==> config.mk <==
export PLATFORM = sky130hd
export DESIGN_NAME = mlif_seq
export DESIGN_NICKNAME = d
export VERILOG_FILES = /design/src/rtl/mlif_pkg.sv /design/src/rtl/mlif_seq.sv
export SDC_FILE = /design/constraint.sdc
export NUM_CORES = 1
export LEC_CHECK = 0
export ABC_AREA = 1
export BUFFER_PORTS_ARGS = -buffer_cell sky130_fd_sc_hd__buf_2
export CAP_MARGIN = 20
export CORE_MARGIN = 3
export CORE_UTILIZATION = 25
export CTS_BUF_LIST = sky130_fd_sc_hd__clkbuf_4
export DETAILED_ROUTE_END_ITERATION = 8
export PLACE_DENSITY = 0.43
export SLEW_MARGIN = 30
export SYNTH_ARGS = -nofsm -noshare
export SYNTH_HDL_FRONTEND = slang
export SYNTH_SLANG_ARGS = --single-unit
==> constraint.sdc <==
create_clock -name i_clk -period 1.3 [get_ports i_clk]
set_input_delay 0 -clock i_clk [delete_from_list [all_inputs] [get_ports i_clk]]
set_output_delay 0 -clock i_clk [all_outputs]
set_load 0.01 [all_outputs]
==> src/rtl/mlif_pkg.sv <==
// ----------------------------------------------------------------------------
// mlif_pkg: shared types and constants for the multi-branch LIF neuron
// Fixed-point widths, lane control bundle and saturation helper.
// ----------------------------------------------------------------------------
`default_nettype none

package mlif_pkg;

    localparam int BRANCHES = 4;

    localparam int CUR_W   = 24;   // branch current, fA
    localparam int V_W     = 32;   // membrane voltage, nV
    localparam int J_W     = 25;   // doubled stage current, half-fA
    localparam int PD_W    = 58;   // gain * J
    localparam int PL_W    = 57;   // leak * u
    localparam int K_W     = 42;   // stage increment
    localparam int ACC_W   = 44;   // k1 + 2k2 + 2k3 + k4
    localparam int Y_W     = 48;   // voltage sum before saturation
    localparam int DV_W    = 46;   // biased dividend / quotient
    localparam int DIV_STEPS = 3;  // partial product, reciprocal product, sum

    // bias is a multiple of 6 so the floor survives the offset
    localparam logic [DV_W-1:0] DIV_BIAS = 46'h3000_0000_0000;  // 6 * 2^43
    localparam logic [DV_W-1:0] Q_OFFSET = 46'h0800_0000_0000;  // 2^43

    // 2^24 = 6 * DIV_C1 + 4; DIV_C2 = (2^25 + 1) / 3
    localparam logic [21:0] DIV_C1 = 22'd2796202;
    localparam logic [23:0] DIV_C2 = 24'd11184811;

    localparam logic [1:0] REG_LEAK  = 2'd0;
    localparam logic [1:0] REG_GAIN  = 2'd1;
    localparam logic [1:0] REG_THR   = 2'd2;

    localparam logic [1:0] STAGE_LAST = 2'd3;

    typedef struct packed {
        logic       prime;   // start item: load previous sample, clear voltage
        logic       start;   // sample item: latch currents, open RK4 step
        logic       mul;     // multiply cycle of a stage
        logic       add;     // accumulate cycle of a stage
        logic [1:0] stage;   // RK4 stage index
        logic       div;     // divide-by-6 steps
        logic       fin;     // form new voltage and threshold flag
        logic       commit;  // write back state
        logic       fire;    // merged spike flag
    } t_lane_ctl;

    function automatic logic signed [V_W-1:0] sat32(input logic signed [Y_W-1:0] x);
        logic signed [Y_W-1:0] hi;
        logic signed [Y_W-1:0] lo;
        hi = 48'sh0000_7FFF_FFFF;
        lo = -48'sh0000_8000_0000;
        if (x > hi) begin
            sat32 = 32'sh7FFF_FFFF;
        end else if (x < lo) begin
            sat32 = 32'sh8000_0000;
        end else begin
            sat32 = x[V_W-1:0];
        end
    endfunction

endpackage

`default_nettype wire

==> src/rtl/mlif_seq.sv <==
// ----------------------------------------------------------------------------
// mlif_seq: step sequencer, spike merge and result register
// Walks the lanes through the RK4 stages and the divide, ORs the lane flags
// and holds the spike result until it is taken.
// ----------------------------------------------------------------------------
`default_nettype none

module mlif_seq (
    input  wire                                 i_clk,
    input  wire                                 i_rst_n,
    input  wire                                 i_in_valid,
    output logic                                o_in_ready,
    input  wire                                 i_start_req,
    output logic                                o_out_valid,
    input  wire                                 i_out_ready,
    output logic                                o_spike,
    input  wire logic [mlif_pkg::BRANCHES-1:0]  i_fire,
    output mlif_pkg::t_lane_ctl                 o_ctl
);

    localparam logic [2:0] ST_IDLE   = 3'd0;
    localparam logic [2:0] ST_MUL    = 3'd1;
    localparam logic [2:0] ST_ADD    = 3'd2;
    localparam logic [2:0] ST_DIV    = 3'd3;
    localparam logic [2:0] ST_FIN    = 3'd4;
    localparam logic [2:0] ST_COMMIT = 3'd5;

    logic [2:0] r_state;
    logic [2:0] n_state;
    logic [1:0] r_stage;
    logic [2:0] r_dcnt;
    logic       r_primed;
    logic       r_out_valid;
    logic       r_spike;

    logic w_accept;
    logic w_prime;
    logic w_slot;
    logic w_fire_any;

    assign o_in_ready = (r_state == ST_IDLE);
    assign w_accept   = i_in_valid && o_in_ready;
    assign w_prime    = w_accept && (i_start_req || !r_primed);
    assign w_slot     = !r_out_valid || i_out_ready;
    assign w_fire_any = |i_fire;

    always_comb begin
        n_state = r_state;
        unique case (r_state)
            ST_IDLE:   if (w_accept && !w_prime) n_state = ST_MUL;
            ST_MUL:    n_state = ST_ADD;
            ST_ADD:    n_state = (r_stage == mlif_pkg::STAGE_LAST) ? ST_DIV : ST_MUL;
            ST_DIV:    if (r_dcnt == 3'(mlif_pkg::DIV_STEPS - 1)) n_state = ST_FIN;
            ST_FIN:    n_state = ST_COMMIT;
            ST_COMMIT: if (w_slot) n_state = ST_IDLE;
            default:   n_state = ST_IDLE;
        endcase
    end

    always_ff @(posedge i_clk) begin
        if (!i_rst_n) begin
            r_state     <= ST_IDLE;
            r_stage     <= '0;
            r_dcnt      <= '0;
            r_primed    <= 1'b0;
            r_out_valid <= 1'b0;
        end else begin
            r_state <= n_state;
            if (w_prime) begin
                r_primed <= 1'b1;
            end
            if (w_accept) begin
                r_stage <= '0;
            end else if (r_state == ST_ADD) begin
                r_stage <= r_stage + 2'd1;
            end
            if (r_state == ST_DIV) begin
                r_dcnt <= r_dcnt + 3'd1;
            end else begin
                r_dcnt <= '0;
            end
            if (r_state == ST_COMMIT && w_slot) begin
                r_out_valid <= 1'b1;
            end else if (i_out_ready) begin
                r_out_valid <= 1'b0;
            end
        end
    end

    always_ff @(posedge i_clk) begin
        if (r_state == ST_COMMIT && w_slot) begin
            r_spike <= w_fire_any;
        end
    end

    assign o_out_valid = r_out_valid;
    assign o_spike     = r_spike;

    always_comb begin
        o_ctl        = '0;
        o_ctl.prime  = w_prime;
        o_ctl.start  = w_accept && !w_prime;
        o_ctl.mul    = (r_state == ST_MUL);
        o_ctl.add    = (r_state == ST_ADD);
        o_ctl.stage  = r_stage;
        o_ctl.div    = (r_state == ST_DIV);
        o_ctl.fin    = (r_state == ST_FIN);
        o_ctl.commit = (r_state == ST_COMMIT) && w_slot;
        o_ctl.fire   = w_fire_any;
    end

    a_sample_runs: assert property (@(posedge i_clk) disable iff (!i_rst_n)
        (w_accept && !w_prime) |=> (r_state == ST_MUL && r_stage == 2'd0))
        else $error("sample transfer did not start the RK4 stages");

    a_div_after_last: assert property (@(posedge i_clk) disable iff (!i_rst_n)
        $rose(r_state == ST_DIV) |-> $past(r_stage == mlif_pkg::STAGE_LAST))
        else $error("divide entered before the last stage");

    a_result_source: assert property (@(posedge i_clk) disable iff (!i_rst_n)
        (!$past(r_out_valid) && r_out_valid) |-> $past(r_state == ST_COMMIT))
        else $error("result raised outside commit");

    a_prime_no_result: assert property (@(posedge i_clk) disable iff (!i_rst_n)
        (w_prime && r_state == ST_IDLE) |=> (r_state == ST_IDLE))
        else $error("start transfer left idle");

endmodule

`default_nettype wire

==> Word level (Yosys, flattened, before mapping) <==
Cells that the tools add are included.
{ "totals": {"register_bits": 11, "out_inout_bits": 13} }
{ "op_classes": {"mux": 7, "n_eq_ne": 10, "n_reduce_logical": 15, "n_addsub": 2, "bitwise": 1} }
{ "op_table": {"columns": ["op", "n"], "rows": [
  ["3-bit case mux with 6 select lines", 1],
  ["3-bit by 2-bit equality test with 1-bit output, second input constant", 3],
  ["3-bit two-way mux", 3],
  ["3-bit equality test, second input constant", 2],
  ["1-bit logical AND", 4],
  ["2-bit by 1-bit inequality test with 1-bit output, second input constant", 2],
  ["4-bit OR reduction", 1],
  ["3-bit by 1-bit adder with 3-bit output, second input constant", 1],
  ["3-bit by 1-bit equality test with 1-bit output, second input constant", 1],
  ["1-bit logical NOT", 3],
  ["3-bit logical NOT", 1],
  ["3-bit AND reduction", 1],
  ["2-bit by 1-bit adder with 2-bit output, second input constant", 1],
  ["2-bit equality test, second input constant", 1],
  ["1-bit logical OR", 2],
  ["1-bit two-way mux", 2],
  ["2-bit two-way mux", 1],
  ["2-bit inequality test, second input constant", 1],
  ["2-bit AND reduction", 1],
  ["2-bit nonzero test", 1],
  ["2-bit OR reduction", 1],
  ["1-bit inverter", 1]
]} }

==> Longest topological paths before layout <==
Gate-level depths: netlist of run 1.
{ "logic_depth": {"depth_word": 7, "ltp_mapped": 9, "ltp_nobuf": 9} }

==> Worst setup path after synthesis of run 1 <==
Ideal clock, no wire load.
{ "synth_path": {"kind": "flip-flop to flip-flop", "start": "reg r_state[0]", "end": "reg r_spike (netlist: o_spike) (enable)", "path_stages_with_launch": 3, "setup_time_ns": 0.329, "slack_ns": 0.134, "arrival_ns": 0.837, "t_required_ns": 0.971, "path_cell_list": "dfxtp_1 nand3_1 nor2_1"} }
{ "synth_rtl": {"columns": ["element", "line", "text"], "rows": [
  ["from (decl)", "mlif_seq.sv:28", "logic [2:0] r_state;"],
  ["from (signal assigned)", "mlif_seq.sv:68", "r_state <= n_state;"],
  ["to (signal assigned)", "mlif_seq.sv:92", "r_spike <= w_fire_any;"],
  ["to (decl)", "mlif_seq.sv:34", "logic r_spike;"]
]} }

==> run metrics, run 1 <==
status=completed; Setup TNS Final=0 ns; CTS tree=done; Post-Syn Nets=88; Distinct cells, synth=19; kind of critical path=flop to output port; Initial Util=0.280; synthesized instance count=76; I/O Pins=22; mux contribution to synthesized area=0; gpl congestion=0.780; largest net degree at the start of global routing=7; Post-Synth Adder-Cell Area=0.0651; final period utilization=0.946; Main synth FF type=dfxtp_1; Die X=54.0 µm; Slew @ Worst Pin=0.244 ns; HP Start=i_fire[1]; Max Cap Violations=0; FMAX=813 MHz; nets=115; Final setup viols=0; Die Ht=54.0 µm; max-slew violations=0; top cells by area, synth=dfxtp_1, inv_1, nand2_1; Util after Layout=0.376; post-synthesis compound-gate area fraction=0.0954; ANT nets after route=0; headroom to the max-slew limit=0.837; minimum clock period=1.23 ns; total global-route track usage=0.0949; detailed-router iteration count before antenna repair=2; Power Density=1580 nW/µm²; RSZ-0062 raised after global routing=no; clock latency on the worst-skew pair=0.27 ns; commonest cells in the netlist=inv_1, nand2_1, dfxtp_1; Clock Skews=0.00403 ns; Seq cells post-synth=11; post-synthesis instance area=577 µm²; simple-gate portion of the synthesized area=0.273; CTS Root Cell=clkbuf_4; largest family of logic cells by synthesized area=simple AND/OR/NAND/NOR gates; Area Overhead vs Synth=34.5%; worst r2r src=r_dcnt[0]; post-synth top area share=0.347; TritonCTS Buffers=3; most common cell in the synthesized netlist=inv_1; Vias=519; xor/xnor share of the synthesized area=0.0304; Die Area=2920 µm²; hpwl dp=961 µm; Worst Path Required=1.30 ns; Setup crit start=r_state[2]; layout cells sized above 1=0.392; worst min path class=input port to flop; buffers added on ports=21; Final Hold Vio Count=0; share of flip-flops with an asynchronous set or reset=0; first-pass GRT wire length=1.93 mm; Overall Power=1.23 mW; vias in the first global route=470; # diodes=0; leading area contributor after synthesis=dfxtp_1; DRC Markers=0; initial antenna violation count=0; Row Count=16; Setup crit start kind=flop; Yosys warnings=0; total gr overflow=0; maximum VDD drop=0.692 mV; Lkg Pwr=0.395 nW; via density per instance=4.02; WL per Instance=9.59 µm; # H-tree levels=1; drt first-iter violations=7; CTS max path bufs=2; register area share after synthesis=0.399; Core ar.=2060 µm²; Synth Area per Inst=7.59 µm²; CP arrival=1.23 ns; clk sinks=11; Post-synth EDFFs=1; final WL=1.24 mm; critical path peak fanout=6; clock transition at the registers of the reported paths=0.07 ns; Setup crit end kind=output port
## flip-flops by register name, indices dropped and copies added, names as in the netlist
signal / count
r_dcnt: 3
r_state: 3
r_stage: 2
o_out_valid: 1
o_spike: 1
r_primed: 1
## where the power goes
group          switching [mW]  internal (mW)
sequential             0.0845          0.404
combinational           0.264          0.215
clock                   0.121          0.140
## repair_timing
item / CTS / global route
setup buffers: 1 / 0
endpoints found under the setup margin: 3 / 2
pin swaps: 1 / 1
resized for setup: 3 / 4
endpoints found under the hold margin: 3 / 0
hold buffers: 2 / 0
## cells in the final DEF (no fill, tap or decap), types with 2 or more instances in the layout
cell type | synthesis | layout
a21oi_1 | 7 | 7
ha_1 | 3 | 3
clkbuf_4 | 0 | 4
buf_2 | 0 | 21
xnor2_1 | 2 | 2
dfxtp_1 | 10 | 7
dfxtp_2 | 0 | 2
nor2_2 | 4 | 5
dlygate4sd3_1 | 0 | 2
nand2_1 | 12 | 11
inv_1 | 16 | 16
nand3_1 | 2 | 2
nor2_1 | 9 | 8
nor3_4 | 1 | 2
## worst max-delay path, stage by stage (launching register included)
cell and delay (ns):
dfxtp_4 0.38, nor3_4 0.21, nand2_2 0.11, a21oi_1 0.12
buf_2 0.14
## layout make-up
class                           count  area (µm²)
Fill cell                         207        1290
Multi-Input combinational cell     46         279
Sequential cell                    11         236
Timing Repair Buffer               24         133
Inverter                           17        63.8
Tap cell                           27        33.8
Clock buffer                        4        30.0
## cells by family (layout without fill, tap and decap cells)
kind of cell               count (synthesis)  count (layout)
and+or+nand+nor                           31              31
buffers and inverters                     19              45
DFF                                       11              11
AOI/OAI and AO/OA                         10              10
adders and majority gates                  3               3
xor gates and xnor gates                   2               2
## worst paths after layout
path / to / slack, ns / cells after the start
setup / recovery: o_ctl[9] / 0.07 / 4
hold / removal: o_spike / 0.01 / 2
setup reg to reg: r_state[2] / 0.14 / 8
hold reg to reg: r_dcnt[0] / 0.46 / 1
## metal layers
metal | part of all wire | vias to the layer above | wire length, µm | GRT usage
met5 | 0 | - | 0 | 0
met4 | 0.012 | 0 | 15 | 0.0373
met3 | 0.061 | 2 | 75 | 0.0416
met2 | 0.48 | 12 | 595 | 0.145
met1 | 0.44 | 222 | 550 | 0.116
li1 | - | 283 | - | -
## through the flow
stage	instances	hold slack (ns)	setup slack (ns)	area, µm²
5_1_grt	129	0.00604	0.00474	776
3_5_place_dp	122	0.278	0.108	701
3_3_place_gp	122	0.277	0.121	701
4_1_cts	129	-0.000179	0.00228	763
6_report	129	0.0132	0.0705	776
2_1_floorplan	76	0.121	0.134	577
Power figures use the tool's default switching activity.
==> run 2, diff against run 1 <==
--- a/config.mk
+++ b/config.mk
@@ -13,7 +13,7 @@
 export CTS_BUF_LIST = sky130_fd_sc_hd__clkbuf_4
 export DETAILED_ROUTE_END_ITERATION = 8
 export PLACE_DENSITY = 0.43
-export SLEW_MARGIN = 30
+export REMOVE_ABC_BUFFERS = 1
 export SYNTH_ARGS = -nofsm -noshare
 export SYNTH_HDL_FRONTEND = slang
 export SYNTH_SLANG_ARGS = --single-unit
==> run 2 against run 1 <==
Against the previous run: sequential cell count did not move; maximum frequency rose by 2.2%; worst setup slack improved by 0.027 ns; total power rose by 1.3%; sequential power barely moved; register-to-register slack got worse by 0.02 ns; first-iteration DRC count fell by 57%; routed wire length fell by 5.8%.
==> run metrics, run 2 (same netlist as run 1, synthesis figures left out) <==
worst-path cell chain=nor3_4, nand2_2, a21oi_1, buf_2; final WL=1.17 mm; r2r setup slk=0.12 ns; drt first-iter violations=3; most frequent cells in the layout=buf_2, inv_1, nand2_1; initial antenna violation count=0; Core ar.=2060 µm²; CP top delay family=flip-flops; CP peak stage delay=0.38 ns; CP bufs+invs=1; detailed-router iteration count before antenna repair=4; WL per Instance=9.03 µm; DP Cell Count=122; Slew @ Worst Pin=0.245 ns; final period utilization=0.925; first-pass GRT wire length=1.94 mm; Area Overhead vs Synth=34.9%; CP max-delay cell=dfxtp_4; Final setup viols=0; Die Area=2920 µm²; critical path peak fanout=6; max-slew violations=0; Max Cap Violations=0; Power Density=1600 nW/µm²; CP arrival=1.20 ns; RSZ-0062 raised after global routing=no; fillers=216; Vias=533; Clock Skews=0.00598 ns; post-route setup slack=0.0975 ns; clk sinks=11; Worst Path Required=1.30 ns; layout cells sized above 1=0.412; Setup crit end kind=output port; commonest non-fill, non-tap cell in the layout=buf_2; hpwl dp=965 µm; via density per instance=4.13; clock latency on the worst-skew pair=0.26 ns; minimum clock period=1.20 ns; clock transition at the registers of the reported paths=0.07 ns; nets=115; FMAX=832 MHz; worst min path class=input port to flop; Setup TNS Final=0 ns; Sequential Area=236 µm²; total global-route track usage=0.0927; total gr overflow=0; # H-tree levels=1; I/O Pins=22; footprint of the multi-input gates=284 µm²; vias in the first global route=466; maximum VDD drop=0.727 mV; Initial Util=0.280; largest net degree at the start of global routing=7; status=completed; CTS Root Cell=clkbuf_4; buffers added on ports=21; Die X=54.0 µm; TritonCTS Buffers=3; Overall Power=1.24 mW; DRC Markers=0; Setup crit start kind=flop; Die Ht=54.0 µm; CTS tree=done; Lkg Pwr=0.396 nW; Largest regs=r_dcnt x3, r_state x3, r_stage x2; kind of critical path=flop to output port; ANT nets after route=0; CTS max path bufs=2; gpl congestion=0.741; count of non-filler cells in the finished layout=129; # diodes=0; Placement Setup Slack=0.140 ns; Row Count=16; Hold Slack=0.0156 ns; Final Hold Vio Count=0; headroom to the max-slew limit=0.836
-- run 2: metrics by stage --
step | cell area (µm²) | util
after floorplan | 562 | -
after global placement | 701 | 0.340
after detailed placement | 701 | 0.340
after CTS | 751 | 0.364
after global routing | 778 | 0.377
final | 778 | 0.377
-- run 2: report_power, final --
part	internal [mW]	total, mW	switching, mW
registers	0.405	0.492	0.0874
clock network	0.139	0.247	0.107
logic	0.237	0.506	0.269
-- run 2: routing by layer --
| layer | vias up | wire [µm] | GRT usage |
|---|---|---|---|
| met2 | 7 | 596 | 0.151 |
| met1 | 240 | 503 | 0.110 |
| met3 | 2 | 57 | 0.0416 |
| met5 | - | 0 | 0 |
| met4 | 0 | 9 | 0.0249 |
| li1 | 284 | - | - |
-- run 2: final timing paths --
check	startpoint	endpoint	depth (start not counted)
min	i_fire[2]	o_spike	2
min reg2reg	r_dcnt[0]	r_dcnt[0]	1
max	r_state[2]	o_ctl[9]	4
max reg2reg	r_state[2]	r_state[2]	6
-- run 2: area by class of cell --
class	count	area share
Multi-Input combinational cell	46	0.365
Sequential cell	11	0.304
Timing Repair Buffer	24	0.167
Inverter	17	0.0820
Tap cell	27	0.0434
Clock buffer	4	0.0386
-- run 2: timing repair --
| action | in CTS | in global routing |
|---|---|---|
| cloned | 0 | 0 |
| pin swaps | 1 | 1 |
| hold buffers | 1 | 0 |
| setup buffers | 1 | 1 |
| gates resized for setup | 2 | 6 |
| endpoints found under the hold margin | 2 | 0 |
| endpoints found under the setup margin | 3 | 4 |
==> run 3, diff against run 2 <==
--- a/config.mk
+++ b/config.mk
@@ -13,6 +13,7 @@
 export CTS_BUF_LIST = sky130_fd_sc_hd__clkbuf_4
 export DETAILED_ROUTE_END_ITERATION = 8
 export PLACE_DENSITY = 0.43
+export RECOVER_POWER = 100
 export REMOVE_ABC_BUFFERS = 1
 export SYNTH_ARGS = -nofsm -noshare
 export SYNTH_HDL_FRONTEND = slang
==> run 3 against run 2 <==
Against the previous run: sequential cell count did not move; die area unchanged; combinational power decreased by 3%; routed wire length is 0.34% higher; maximum frequency is 0.99% lower; final cell count did not move; register-to-register slack worse by 0.02 ns; critical path type unchanged; highest routed layer unchanged.
==> run metrics, run 3 (same netlist as run 1, synthesis figures left out) <==
buffers added on ports=21; CP top delay family=flip-flops; CP bufs+invs=3; drt first-iter violations=3; max-slew violations=0; footprint of the multi-input gates=277 µm²; Setup TNS Final=0 ns; critical path peak fanout=6; Lkg Pwr=0.363 nW; DP Cell Count=122; Int Pwr=0.767 mW; minimum clock period=1.21 ns; Area Overhead vs Synth=31.7%; Net Sw Power=0.461 mW; post-route setup slack=0.0854 ns; Largest regs=r_dcnt x3, r_state x3, r_stage x2; fillers=225; clk sinks=11; first-pass GRT wire length=1.94 mm; Power Density=1620 nW/µm²; clock transition at the registers of the reported paths=0.07 ns; count of non-filler cells in the finished layout=129; kind of critical path=flop to output port; CP peak stage delay=0.38 ns; RSZ-0062 raised after global routing=no; maximum VDD drop=0.726 mV; Clk pwr share=0.201; initial antenna violation count=0; Combinational Power Share=0.400; CP arrival=1.21 ns; Max Cap Violations=0; CTS Root Cell=clkbuf_4; largest net degree at the start of global routing=7; vias in the first global route=466; Die Ht=54.0 µm; most frequent cells in the layout=inv_1, buf_2, nand2_1; # H-tree levels=1; Die X=54.0 µm; Setup crit start kind=flop; Row Count=16; Placement Setup Slack=0.140 ns; Vias=531; CP max-delay cell=dfxtp_4; sw frac=0.375; layout cells sized above 1=0.304; detailed-router iteration count before antenna repair=4; Worst Path Required=1.30 ns; # diodes=0; final period utilization=0.934; CTS max path bufs=2; status=completed; DRC Markers=0; TritonCTS Buffers=3; via density per instance=4.12; Sequential Area=236 µm²; headroom to the max-slew limit=0.833; WL per Instance=9.06 µm; Setup crit end kind=output port; Final Hold Vio Count=0; CTS tree=done; Slew @ Worst Pin=0.249 ns; nets=115; Die Area=2920 µm²; Clock Skews=0.00640 ns; Final setup viols=0; sequential share of power=0.399; Core ar.=2060 µm²; I/O Pins=22; FMAX=823 MHz; gpl congestion=0.741; clock latency on the worst-skew pair=0.26 ns; worst-path cell chain=nor3_4, clkbuf_4, buf_4, buf_2; commonest non-fill, non-tap cell in the layout=inv_1; total gr overflow=0; final WL=1.17 mm; Initial Util=0.280; ANT nets after route=0; hpwl dp=965 µm; total global-route track usage=0.0927; worst min path class=input port to flop
## run 3: final timing paths
kind,startpoint,to,slack [ns],depth (start not counted)
max,r_state[2],o_in_ready,0.09,4
min,i_fire[2],o_spike,0.02,2
min reg2reg,r_dcnt[0],r_dcnt[0],0.45,1
max reg2reg,r_state[2],r_state[2],0.10,6
## run 3: per-layer routing
metal	global-route usage	vias to the layer above	share of wire
met5	0	-	0
met4	0.0249	0	0.0077
met3	0.0416	2	0.049
met2	0.151	7	0.51
met1	0.110	238	0.43
li1	-	284	-
## run 3: power groups by stage
stage	clock network (mW)	registers [mW]	logic, mW
3_5_place_dp	0	0.477	0.432
3_3_place_gp	0	0.476	0.431
4_1_cts	0.261	0.474	0.466
6_report	0.247	0.490	0.491
5_1_grt	0.273	0.502	0.563
2_1_floorplan	0	0.471	0.296
## run 3: through the flow
step                total power [mW]  hold WS (ns)  utilization  instance area [µm²]
detailed placement             0.909         0.289        0.340                  701
floorplan                      0.766         0.121            -                  562
finish                          1.23        0.0194        0.368                  759
CTS                             1.20       0.00865        0.364                  751
global route                    1.34        0.0262        0.368                  759
global placement               0.907         0.290        0.340                  701
## run 3: cell type report
| class | count | share of cell area |
|---|---|---|
| sequential | 11 | 0.311 |
| clock buffer | 4 | 0.0395 |
| multi-input combinational | 46 | 0.364 |
| tap | 27 | 0.0445 |
| timing repair buffer | 24 | 0.157 |
| inverter | 17 | 0.0840 |
## run 3: timing repair
action	4_1_cts	5_1_grt
pin swaps	1	1
endpoints found under the hold margin	2	0
endpoints found under the setup margin	3	4
buffers inserted	1	1
hold buffers	1	0
gates cloned	0	0
gates resized for setup	2	6
## run 3: worst reg2reg max path: cells and delay by family, from the launching register on
kind,cells,cell delay (ns)
flip-flops,1,0.38
buffers and inverters,2,0.25
AND/OR/NAND/NOR,2,0.25
AO/OA/AOI/OAI,2,0.22
